### src/hdl/mfpc_pkg.sv
package mfpc_pkg;

	localparam int MAX_COLUMNS_DEF = 64;
	localparam int MAX_ROWS_DEF    = 4096;
	localparam int COST_WIDTH_DEF  = 32;

	localparam int FARE_W         = 16;
	localparam int ROW_COUNT_W    = 13;
	localparam int COLUMN_COUNT_W = 7;
	localparam int RESULT_W       = 32;
	localparam int CFG_INDEX_W    = 2;
	localparam int CFG_DATA_W     = 13;

	localparam int QUEUE_DEPTH = 4;
	localparam int OUT_DEPTH   = 2;

	localparam logic [CFG_INDEX_W-1:0] REG_ROW_COUNT    = 2'd0;
	localparam logic [CFG_INDEX_W-1:0] REG_COLUMN_COUNT = 2'd1;

	typedef struct packed {
		logic first_row;
		logic last_row;
		logic has_left;
		logic has_right;
		logic job_end;
	} cell_flags_t;

	localparam int FLAG_W = $bits(cell_flags_t);

	typedef struct packed {
		logic [RESULT_W-1:0] min_cost;
		logic                saturated;
	} result_t;

endpackage

### src/hdl/min_falling_path_cost.sv
// Minimum falling path cost over a streamed grid.
// Set row_count (index 0) and column_count (index 1) through the cfg
// channel while the block is idle; cfg_ready is always high and any write
// to either register restarts the job. Zero counts act as one, counts above
// the line buffer depth or row limit act as that limit.
// Push the cell fares in row-major order on fare_value while full is low.
// One word is taken per cycle while full is low, with no gaps between rows
// or jobs: the line buffer RAM is written once, read at most once, per cell.
// After the last cell of a job one result word (min_cost, saturated) is
// queued; it passes the input queue, the s1 stage and the result queue,
// and is held on the result ports while empty is low until pop takes it.
// A four-word queue parts the input classifier from the cost datapath, and
// a two-word queue holds results. When the result queue is full and a job
// ends, the datapath halts, the input queue fills and full rises.
// Reset empties both queues, sets both counts to one and restarts the job;
// the line buffer is not cleared, as every entry in use is written by the
// first row of a job before its stored value is used.
module min_falling_path_cost #(
	parameter int MAX_COLUMNS = mfpc_pkg::MAX_COLUMNS_DEF,
	parameter int MAX_ROWS    = mfpc_pkg::MAX_ROWS_DEF,
	parameter int COST_WIDTH  = mfpc_pkg::COST_WIDTH_DEF
) (
	input  logic                             clk,
	input  logic                             arst_n,
	input  logic                             cfg_valid,
	output logic                             cfg_ready,
	input  logic [mfpc_pkg::CFG_INDEX_W-1:0] cfg_index,
	input  logic [mfpc_pkg::CFG_DATA_W-1:0]  cfg_data,
	input  logic                             push,
	output logic                             full,
	input  logic [mfpc_pkg::FARE_W-1:0]      fare_value,
	output logic                             empty,
	input  logic                             pop,
	output logic [mfpc_pkg::RESULT_W-1:0]    min_cost,
	output logic                             saturated
);

	import mfpc_pkg::*;

	localparam int IDX_W  = (MAX_COLUMNS > 1) ? $clog2(MAX_COLUMNS) : 1;
	localparam int COLW   = $clog2(MAX_COLUMNS + 1);
	localparam int ROWW   = $clog2(MAX_ROWS + 1);
	localparam int CELL_W = FARE_W + IDX_W + FLAG_W;

	logic [ROW_COUNT_W-1:0]    row_count_q;
	logic [COLUMN_COUNT_W-1:0] column_count_q;
	logic [COLW-1:0]           cols;
	logic [ROWW-1:0]           rows;
	logic                      restart;

	logic                      q_push;
	logic [CELL_W-1:0]         q_wr_data;
	logic                      q_full;
	logic                      q_pop;
	logic [CELL_W-1:0]         q_rd_data;
	logic                      q_empty;

	logic                      out_push;
	result_t                   out_data;
	logic                      out_full;
	result_t                   out_word;

	assign cfg_ready = 1'b1;
	assign restart   = cfg_valid && ((cfg_index == REG_ROW_COUNT) ||
		(cfg_index == REG_COLUMN_COUNT));

	always_ff @(posedge clk or negedge arst_n) begin
		if (!arst_n) begin
			row_count_q    <= ROW_COUNT_W'(1);
			column_count_q <= COLUMN_COUNT_W'(1);
		end else if (cfg_valid) begin
			unique case (cfg_index)
				REG_ROW_COUNT: begin
					row_count_q <= cfg_data[ROW_COUNT_W-1:0];
				end
				REG_COLUMN_COUNT: begin
					column_count_q <= cfg_data[COLUMN_COUNT_W-1:0];
				end
				default: begin
				end
			endcase
		end
	end

	always_comb begin
		if (column_count_q == '0) begin
			cols = COLW'(1);
		end else if (int'(column_count_q) > MAX_COLUMNS) begin
			cols = COLW'(MAX_COLUMNS);
		end else begin
			cols = COLW'(column_count_q);
		end
		if (row_count_q == '0) begin
			rows = ROWW'(1);
		end else if (int'(row_count_q) > MAX_ROWS) begin
			rows = ROWW'(MAX_ROWS);
		end else begin
			rows = ROWW'(row_count_q);
		end
	end

	mfpc_front #(
		.MAX_COLUMNS(MAX_COLUMNS),
		.MAX_ROWS   (MAX_ROWS)
	) u_front (
		.clk       (clk),
		.arst_n    (arst_n),
		.restart   (restart),
		.cols      (cols),
		.rows      (rows),
		.push      (push),
		.fare_value(fare_value),
		.full      (full),
		.q_full    (q_full),
		.q_push    (q_push),
		.q_data    (q_wr_data)
	);

	mfpc_fifo #(
		.WIDTH(CELL_W),
		.DEPTH(QUEUE_DEPTH)
	) u_cell_q (
		.clk    (clk),
		.arst_n (arst_n),
		.push   (q_push),
		.wr_data(q_wr_data),
		.full   (q_full),
		.pop    (q_pop),
		.rd_data(q_rd_data),
		.empty  (q_empty)
	);

	mfpc_back #(
		.MAX_COLUMNS(MAX_COLUMNS),
		.COST_WIDTH (COST_WIDTH)
	) u_back (
		.clk     (clk),
		.arst_n  (arst_n),
		.restart (restart),
		.q_empty (q_empty),
		.q_data  (q_rd_data),
		.q_pop   (q_pop),
		.out_full(out_full),
		.out_push(out_push),
		.out_data(out_data)
	);

	mfpc_fifo #(
		.WIDTH($bits(result_t)),
		.DEPTH(OUT_DEPTH)
	) u_result_q (
		.clk    (clk),
		.arst_n (arst_n),
		.push   (out_push),
		.wr_data(out_data),
		.full   (out_full),
		.pop    (pop),
		.rd_data(out_word),
		.empty  (empty)
	);

	assign min_cost  = out_word.min_cost;
	assign saturated = out_word.saturated;

endmodule

### src/hdl/mfpc_ram.sv
module mfpc_ram #(
	parameter int WIDTH = 32,
	parameter int DEPTH = 64,
	localparam int AW = (DEPTH > 1) ? $clog2(DEPTH) : 1
) (
	input  logic             clk,
	input  logic             wr_en,
	input  logic [AW-1:0]    wr_addr,
	input  logic [WIDTH-1:0] wr_data,
	input  logic             rd_en,
	input  logic [AW-1:0]    rd_addr,
	output logic [WIDTH-1:0] rd_data
);

	logic [WIDTH-1:0] mem_q [DEPTH];
	logic [WIDTH-1:0] rd_data_q;

	always_ff @(posedge clk) begin
		if (wr_en) begin
			mem_q[wr_addr] <= wr_data;
		end
		if (rd_en) begin
			rd_data_q <= mem_q[rd_addr];
		end
	end

	assign rd_data = rd_data_q;

endmodule

### src/hdl/mfpc_fifo.sv
module mfpc_fifo #(
	parameter int WIDTH = 8,
	parameter int DEPTH = 4,
	localparam int PW = (DEPTH > 1) ? $clog2(DEPTH) : 1,
	localparam int CW = $clog2(DEPTH + 1)
) (
	input  logic             clk,
	input  logic             arst_n,
	input  logic             push,
	input  logic [WIDTH-1:0] wr_data,
	output logic             full,
	input  logic             pop,
	output logic [WIDTH-1:0] rd_data,
	output logic             empty
);

	logic [WIDTH-1:0] mem_q [DEPTH];
	logic [PW-1:0]    wr_ptr_q;
	logic [PW-1:0]    rd_ptr_q;
	logic [CW-1:0]    count_q;
	logic             do_push;
	logic             do_pop;

	assign full    = (count_q == CW'(DEPTH));
	assign empty   = (count_q == '0);
	assign do_push = push && !full;
	assign do_pop  = pop && !empty;
	assign rd_data = mem_q[rd_ptr_q];

	always_ff @(posedge clk or negedge arst_n) begin
		if (!arst_n) begin
			wr_ptr_q <= '0;
			rd_ptr_q <= '0;
			count_q  <= '0;
		end else begin
			if (do_push) begin
				wr_ptr_q <= (wr_ptr_q == PW'(DEPTH - 1)) ? '0 : wr_ptr_q + PW'(1);
			end
			if (do_pop) begin
				rd_ptr_q <= (rd_ptr_q == PW'(DEPTH - 1)) ? '0 : rd_ptr_q + PW'(1);
			end
			if (do_push && !do_pop) begin
				count_q <= count_q + CW'(1);
			end else if (do_pop && !do_push) begin
				count_q <= count_q - CW'(1);
			end
		end
	end

	always_ff @(posedge clk) begin
		if (do_push) begin
			mem_q[wr_ptr_q] <= wr_data;
		end
	end

endmodule

### src/hdl/mfpc_front.sv
module mfpc_front #(
	parameter int MAX_COLUMNS = 64,
	parameter int MAX_ROWS    = 4096,
	localparam int IDX_W  = (MAX_COLUMNS > 1) ? $clog2(MAX_COLUMNS) : 1,
	localparam int COLW   = $clog2(MAX_COLUMNS + 1),
	localparam int ROWW   = $clog2(MAX_ROWS + 1),
	localparam int RIDX_W = (MAX_ROWS > 1) ? $clog2(MAX_ROWS) : 1,
	localparam int CELL_W = mfpc_pkg::FARE_W + IDX_W + mfpc_pkg::FLAG_W
) (
	input  logic                        clk,
	input  logic                        arst_n,
	input  logic                        restart,
	input  logic [COLW-1:0]             cols,
	input  logic [ROWW-1:0]             rows,
	input  logic                        push,
	input  logic [mfpc_pkg::FARE_W-1:0] fare_value,
	output logic                        full,
	input  logic                        q_full,
	output logic                        q_push,
	output logic [CELL_W-1:0]           q_data
);

	import mfpc_pkg::*;

	logic [IDX_W-1:0]  col_q;
	logic [RIDX_W-1:0] row_q;
	logic              last_col;
	logic              last_row;
	cell_flags_t       flags;

	assign last_col = (COLW'(col_q) == cols - COLW'(1));
	assign last_row = (ROWW'(row_q) == rows - ROWW'(1));

	always_comb begin
		flags.first_row = (row_q == '0);
		flags.last_row  = last_row;
		flags.has_left  = (col_q != '0);
		flags.has_right = !last_col;
		flags.job_end   = last_col && last_row;
	end

	assign full   = q_full;
	assign q_push = push && !q_full;
	assign q_data = {fare_value, col_q, flags};

	always_ff @(posedge clk or negedge arst_n) begin
		if (!arst_n) begin
			col_q <= '0;
			row_q <= '0;
		end else if (restart) begin
			col_q <= '0;
			row_q <= '0;
		end else if (q_push) begin
			if (last_col) begin
				col_q <= '0;
				row_q <= last_row ? '0 : row_q + RIDX_W'(1);
			end else begin
				col_q <= col_q + IDX_W'(1);
			end
		end
	end

endmodule

### src/hdl/mfpc_back.sv
module mfpc_back #(
	parameter int MAX_COLUMNS = 64,
	parameter int COST_WIDTH  = 32,
	localparam int IDX_W  = (MAX_COLUMNS > 1) ? $clog2(MAX_COLUMNS) : 1,
	localparam int CELL_W = mfpc_pkg::FARE_W + IDX_W + mfpc_pkg::FLAG_W
) (
	input  logic                   clk,
	input  logic                   arst_n,
	input  logic                   restart,
	input  logic                   q_empty,
	input  logic [CELL_W-1:0]      q_data,
	output logic                   q_pop,
	input  logic                   out_full,
	output logic                   out_push,
	output mfpc_pkg::result_t      out_data
);

	import mfpc_pkg::*;

	logic [FARE_W-1:0]     head_fare;
	logic [IDX_W-1:0]      head_col;
	cell_flags_t           head_flags;
	logic [IDX_W-1:0]      rd_addr;
	logic [COST_WIDTH-1:0] ram_rd;

	logic                  v_s1;
	logic [FARE_W-1:0]     fare_s1;
	logic [IDX_W-1:0]      col_s1;
	cell_flags_t           flags_s1;
	logic                  fwd_s1;
	logic [COST_WIDTH-1:0] fwd_cost_s1;

	logic [COST_WIDTH-1:0] first_q;
	logic [COST_WIDTH-1:0] right_q;
	logic [COST_WIDTH-1:0] left_q;
	logic [COST_WIDTH-1:0] run_min_q;
	logic                  ovf_q;

	logic [COST_WIDTH-1:0] old_cost;
	logic [COST_WIDTH-1:0] right_cost;
	logic [COST_WIDTH-1:0] best;
	logic [COST_WIDTH:0]   sum;
	logic [COST_WIDTH-1:0] new_cost;
	logic                  ovf_now;
	logic [COST_WIDTH-1:0] last_min;
	logic                  stall;
	logic                  adv;
	logic                  done;

	assign head_fare  = q_data[CELL_W-1 -: FARE_W];
	assign head_col   = q_data[FLAG_W +: IDX_W];
	assign head_flags = cell_flags_t'(q_data[FLAG_W-1:0]);
	assign rd_addr    = head_col + IDX_W'(1);

	assign stall = v_s1 && flags_s1.job_end && out_full;
	assign adv   = !stall;
	assign q_pop = adv && !q_empty;
	assign done  = adv && v_s1;

	mfpc_ram #(
		.WIDTH(COST_WIDTH),
		.DEPTH(MAX_COLUMNS)
	) u_line_buf (
		.clk    (clk),
		.wr_en  (done),
		.wr_addr(col_s1),
		.wr_data(new_cost),
		.rd_en  (q_pop && head_flags.has_right),
		.rd_addr(rd_addr),
		.rd_data(ram_rd)
	);

	always_comb begin
		old_cost   = (col_s1 == '0) ? first_q : right_q;
		right_cost = fwd_s1 ? fwd_cost_s1 : ram_rd;
		best       = old_cost;
		if (flags_s1.has_left && (left_q < best)) begin
			best = left_q;
		end
		if (flags_s1.has_right && (right_cost < best)) begin
			best = right_cost;
		end
		sum = {1'b0, best} + (COST_WIDTH + 1)'(fare_s1);
		if (flags_s1.first_row) begin
			new_cost = COST_WIDTH'(fare_s1);
			ovf_now  = 1'b0;
		end else begin
			new_cost = sum[COST_WIDTH] ? '1 : sum[COST_WIDTH-1:0];
			ovf_now  = sum[COST_WIDTH];
		end
		last_min = (flags_s1.last_row && (new_cost < run_min_q)) ? new_cost : run_min_q;
	end

	assign out_push           = done && flags_s1.job_end;
	assign out_data.min_cost  = RESULT_W'(last_min);
	assign out_data.saturated = ovf_q || ovf_now;

	always_ff @(posedge clk or negedge arst_n) begin
		if (!arst_n) begin
			v_s1      <= 1'b0;
			left_q    <= '0;
			run_min_q <= '1;
			ovf_q     <= 1'b0;
		end else begin
			if (adv) begin
				v_s1 <= q_pop;
			end
			if (restart) begin
				left_q    <= '0;
				run_min_q <= '1;
				ovf_q     <= 1'b0;
			end else if (done) begin
				left_q <= old_cost;
				if (flags_s1.job_end) begin
					run_min_q <= '1;
					ovf_q     <= 1'b0;
				end else begin
					run_min_q <= last_min;
					ovf_q     <= ovf_q || ovf_now;
				end
			end
		end
	end

	always_ff @(posedge clk) begin
		if (q_pop) begin
			fare_s1     <= head_fare;
			col_s1      <= head_col;
			flags_s1    <= head_flags;
			fwd_s1      <= v_s1 && (col_s1 == rd_addr);
			fwd_cost_s1 <= new_cost;
		end
		if (done) begin
			right_q <= right_cost;
			if (col_s1 == '0) begin
				first_q <= new_cost;
			end
		end
	end

endmodule

### config.mk
export PLATFORM = sky130hd
export DESIGN_NAME = min_falling_path_cost
export DESIGN_NICKNAME = d
export VERILOG_FILES = /design/src/hdl/mfpc_pkg.sv /design/src/hdl/min_falling_path_cost.sv /design/src/hdl/mfpc_ram.sv /design/src/hdl/mfpc_fifo.sv /design/src/hdl/mfpc_front.sv /design/src/hdl/mfpc_back.sv
export SDC_FILE = /design/constraint.sdc
export NUM_CORES = 2
export LEC_CHECK = 0
export BUFFER_PORTS_ARGS = -buffer_cell sky130_fd_sc_hd__buf_4
export CAP_MARGIN = 20
export CORE_MARGIN = 2
export CORE_UTILIZATION = 40
export CTS_BUF_LIST = sky130_fd_sc_hd__clkbuf_4 sky130_fd_sc_hd__clkbuf_8
export DETAILED_ROUTE_END_ITERATION = 16
export PLACE_DENSITY = 0.6
export SETUP_SLACK_MARGIN = 0.2
export SLEW_MARGIN = 20
export SYNTH_ARGS = -nofsm -noshare
export SYNTH_HDL_FRONTEND = slang
export SYNTH_SLANG_ARGS = --single-unit
### constraint.sdc
create_clock -name clk -period 15.1 [get_ports clk]
set_clock_uncertainty 0.2 [all_clocks]
set_input_delay 2.265 -clock clk [delete_from_list [all_inputs] [get_ports clk]]
set_output_delay 2.265 -clock clk [all_outputs]
set_load 0.02 [all_outputs]
==> metrics.txt <==
XOR/XNOR share of the synthesized area 0.005322; WP data required 15,710 ps; I/O pin count 72; Worst Setup End Kind flop; post-synthesis sequential area ratio 0.7404; GRT Total Usage 0.2093; setup TNS 0 ps; initial antenna violation count 24; residual DRC count 0; Unique masters post-synth 88; synthesized area per cell 21.10 um^2; Synth Area in Adders 0.01568; largest family of logic cells by synthesized area multiplexers; final hold vios 0; Startpoint Class flop; Final nets 5,333; CP max-delay cell or4_2; run status finished clean; Die Wd 505.0 um; RSZ-0062 raised after global routing false; CP max stage delay 1010 ps; Ys Warns 0; CTS clk-pin slew, worst paths 60 ps; vias in the first global route 51,460; CTS Hold Buffers Added 0; clk buf depth 4; Pins Over Slew Limit 0; Routed Wire Length 270,000 um; worst skew pair latency 1100 ps; synthesized area 0.1004 mm^2; die area 0.2550 mm^2; Main synth FF type edfxtp_1; postcts setup bufs 0; Syn Nets 4,917; compound-cell area share of the yosys netlist 0.02751; total grt overflow 0; multiplexer share of the synthesized area 0.1750; Final min period 13,860 ps; P&R area growth vs syn 13.97%; cell mode on critical path a21o_1; clock sink count 2,493; routed len/inst 30.59 um; vias per cell 5.842; max frequency 0.07217 GHz; period utilization 0.9176; TritonCTS clock tree yes; DRT Pass-1 Iters 5; Core Rows 183; first-pass GRT wire length 382,000 um; #FFs+latches synth 2,493; HPWL after DPL 149,100 um; Core Box Area 0.2491 mm^2; starting density of the core 0.4030; chip height 505.0 um; CTS H-tree depth 5; Crit Path Max Fanout 32; Cells after Synth 4,758; antenna viol nets, final 0; ys async rst share 0.04613; Setup Viol. Count Final 0; Synth Area in Simple Gates 0.02403; layout cells sized above 1 0.3355; TritonCTS Buffers 422; actual slew at the worst max-slew pin 1128 ps; critical path type reg -> reg; DR iter-0 viols 5,873; Data arrival, critical path 14,460 ps; pin count of the biggest net entering global routing 121; clock root cell clkbuf_8; worst min-delay path class reg -> reg; number of port buffers 70; Post-synth EDFFs 2,378; total number of vias 51,570; relative slew slack 0.2462; RD Place Congestion 0.9067; number of max-cap violations 0
## sequential cells by signal (all words and copies together) (netlist names), 13 cells and up
register,count
u_back.u_line_buf.mem_q,2048
u_cell_q.mem_q,108
u_result_q.mem_q,66
u_back.first_q,32
u_back.fwd_cost_s1,32
u_back.left_q,32
u_back.right_q,32
u_back.run_min_q,32
u_back.u_line_buf.rd_data,32
u_back.fare_s1,16
row_count_q,13
## metrics by stage
stage / instances / utilization / setup slack, ps / area, um^2 / hold slack, ps
6_report: 8828 / 0.4592 / 1244 / 114400 / 304.4
5_1_grt: 8813 / 0.4591 / 474.5 / 114400 / 311.7
4_1_cts: 8810 / 0.4589 / 857.3 / 114300 / 303.9
3_5_place_dp: 8079 / 0.4270 / 904.9 / 106400 / 295.3
3_3_place_gp: 8079 / 0.4270 / 1116 / 106400 / 290.6
2_1_floorplan: 4758 / - / 300.6 / 100400 / 255.5
## critical path: cells and delay by family (launching register included)
| family | cells | cell delay [ps] |
|---|---|---|
| compound gates | 24 | 6150 |
| simple gates | 10 | 2900 |
| flops | 1 | 510 |
| fa+ha+maj | 4 | 1380 |
| buf+inv | 5 | 1560 |
| mux | 2 | 800 |
## Yosys cell counts (all sizes together) (6+ instances only)
library cell / instances / area, um^2
mux4: 699 / 15740
or3: 12 / 75.07
nand3: 36 / 180.2
o21ai: 105 / 529.3
buf: 81 / 367.8
mux2: 111 / 1250
dfrtp: 81 / 2027
a21oi: 64 / 320.3
nor2: 186 / 700.7
a31oi: 32 / 215.2
o31ai: 6 / 45.04
xor2: 27 / 236.5
nor2b: 18 / 112.6
nand4: 30 / 187.7
nor3: 29 / 145.1
xnor2: 34 / 297.8
a311oi: 6 / 52.55
nor4: 12 / 75.07
o22a: 30 / 262.8
inv: 65 / 244.0
and3: 16 / 100.1
a211oi: 40 / 312.8
a21o: 44 / 330.3
o211ai: 7 / 52.55
ha: 121 / 1514
clkbuf: 157 / 589.3
edfxtp: 2378 / 71410
dfstp: 34 / 893.4
mux2i: 56 / 573.1
and4: 6 / 52.55
or2: 7 / 43.80
nand2: 101 / 379.1
o21a: 8 / 60.06
nand2b: 16 / 100.1
a2111oi: 6 / 58.80
and2: 14 / 87.58
## layout by cell type (no fill, tap or decap), drive strengths merged, types with 56 or more instances in the layout
cell type and n:
inv 67, edfxtp 2378, nand2 101, buf 230, dfrtp 81, mux2i 56
a21oi 64, nor2 186, o21ai 105, ha 121, mux4 699, clkbuf 577
clkinv 139, mux2 111
## cells by family (layout without fill, tap and decap cells)
kind of cell	count (synthesis)	after routing
fa+ha+maj	125	125
simple gates	504	504
flops	2493	2493
mux	866	866
other cells	1	18
xor+xnor	61	61
buf+inv	304	1027
compound gates	404	404
## cell type report
class | count | area [um^2]
Antenna cell | 17 | 42.54
Clock buffer | 577 | 7072
Clock inverter | 154 | 869.6
Fill cell | 21020 | 134700
Inverter | 66 | 247.7
Multi-Input combinational cell | 1961 | 25890
Sequential cell | 2493 | 74330
Tap cell | 3330 | 4167
Timing Repair Buffer | 230 | 1784
## layer usage
| metal | track usage | part of all wire | wire [um] |
|---|---|---|---|
| met1 | 0.3004 | 0.42 | 113900 |
| met2 | 0.3197 | 0.46 | 125400 |
| met3 | 0.04376 | 0.082 | 22130 |
| met4 | 0.06924 | 0.032 | 8612 |
| met5 | 0 | 0.00019 | 52 |
## final timing paths
check                                     start                 endpoint  slack [ps]  cells after the start
max reg2reg                    u_back.col_s1[3]  u_result_q.mem_q[0][15]        1240                     45
min in group asynchronous                arst_n             u_back.ovf_q        1100                      1
max in group asynchronous                arst_n         u_front.row_q[4]       12510                      2
max                            u_back.col_s1[3]  u_result_q.mem_q[0][15]        1240                     45
min                        u_back.run_min_q[24]     u_back.run_min_q[24]         300                      1
min reg2reg                u_back.run_min_q[24]     u_back.run_min_q[24]         300                      1
## repair_timing
| action | in CTS | in global routing |
|---|---|---|
| setup endpoints to repair | 0 | 96 |
| endpoints found under the hold margin | 0 | 0 |
| resized for setup | 0 | 4 |
Power is left out: the tool's default activity adds up to more than one toggle a clock period on the data nets, which glitch-free logic cannot reach.
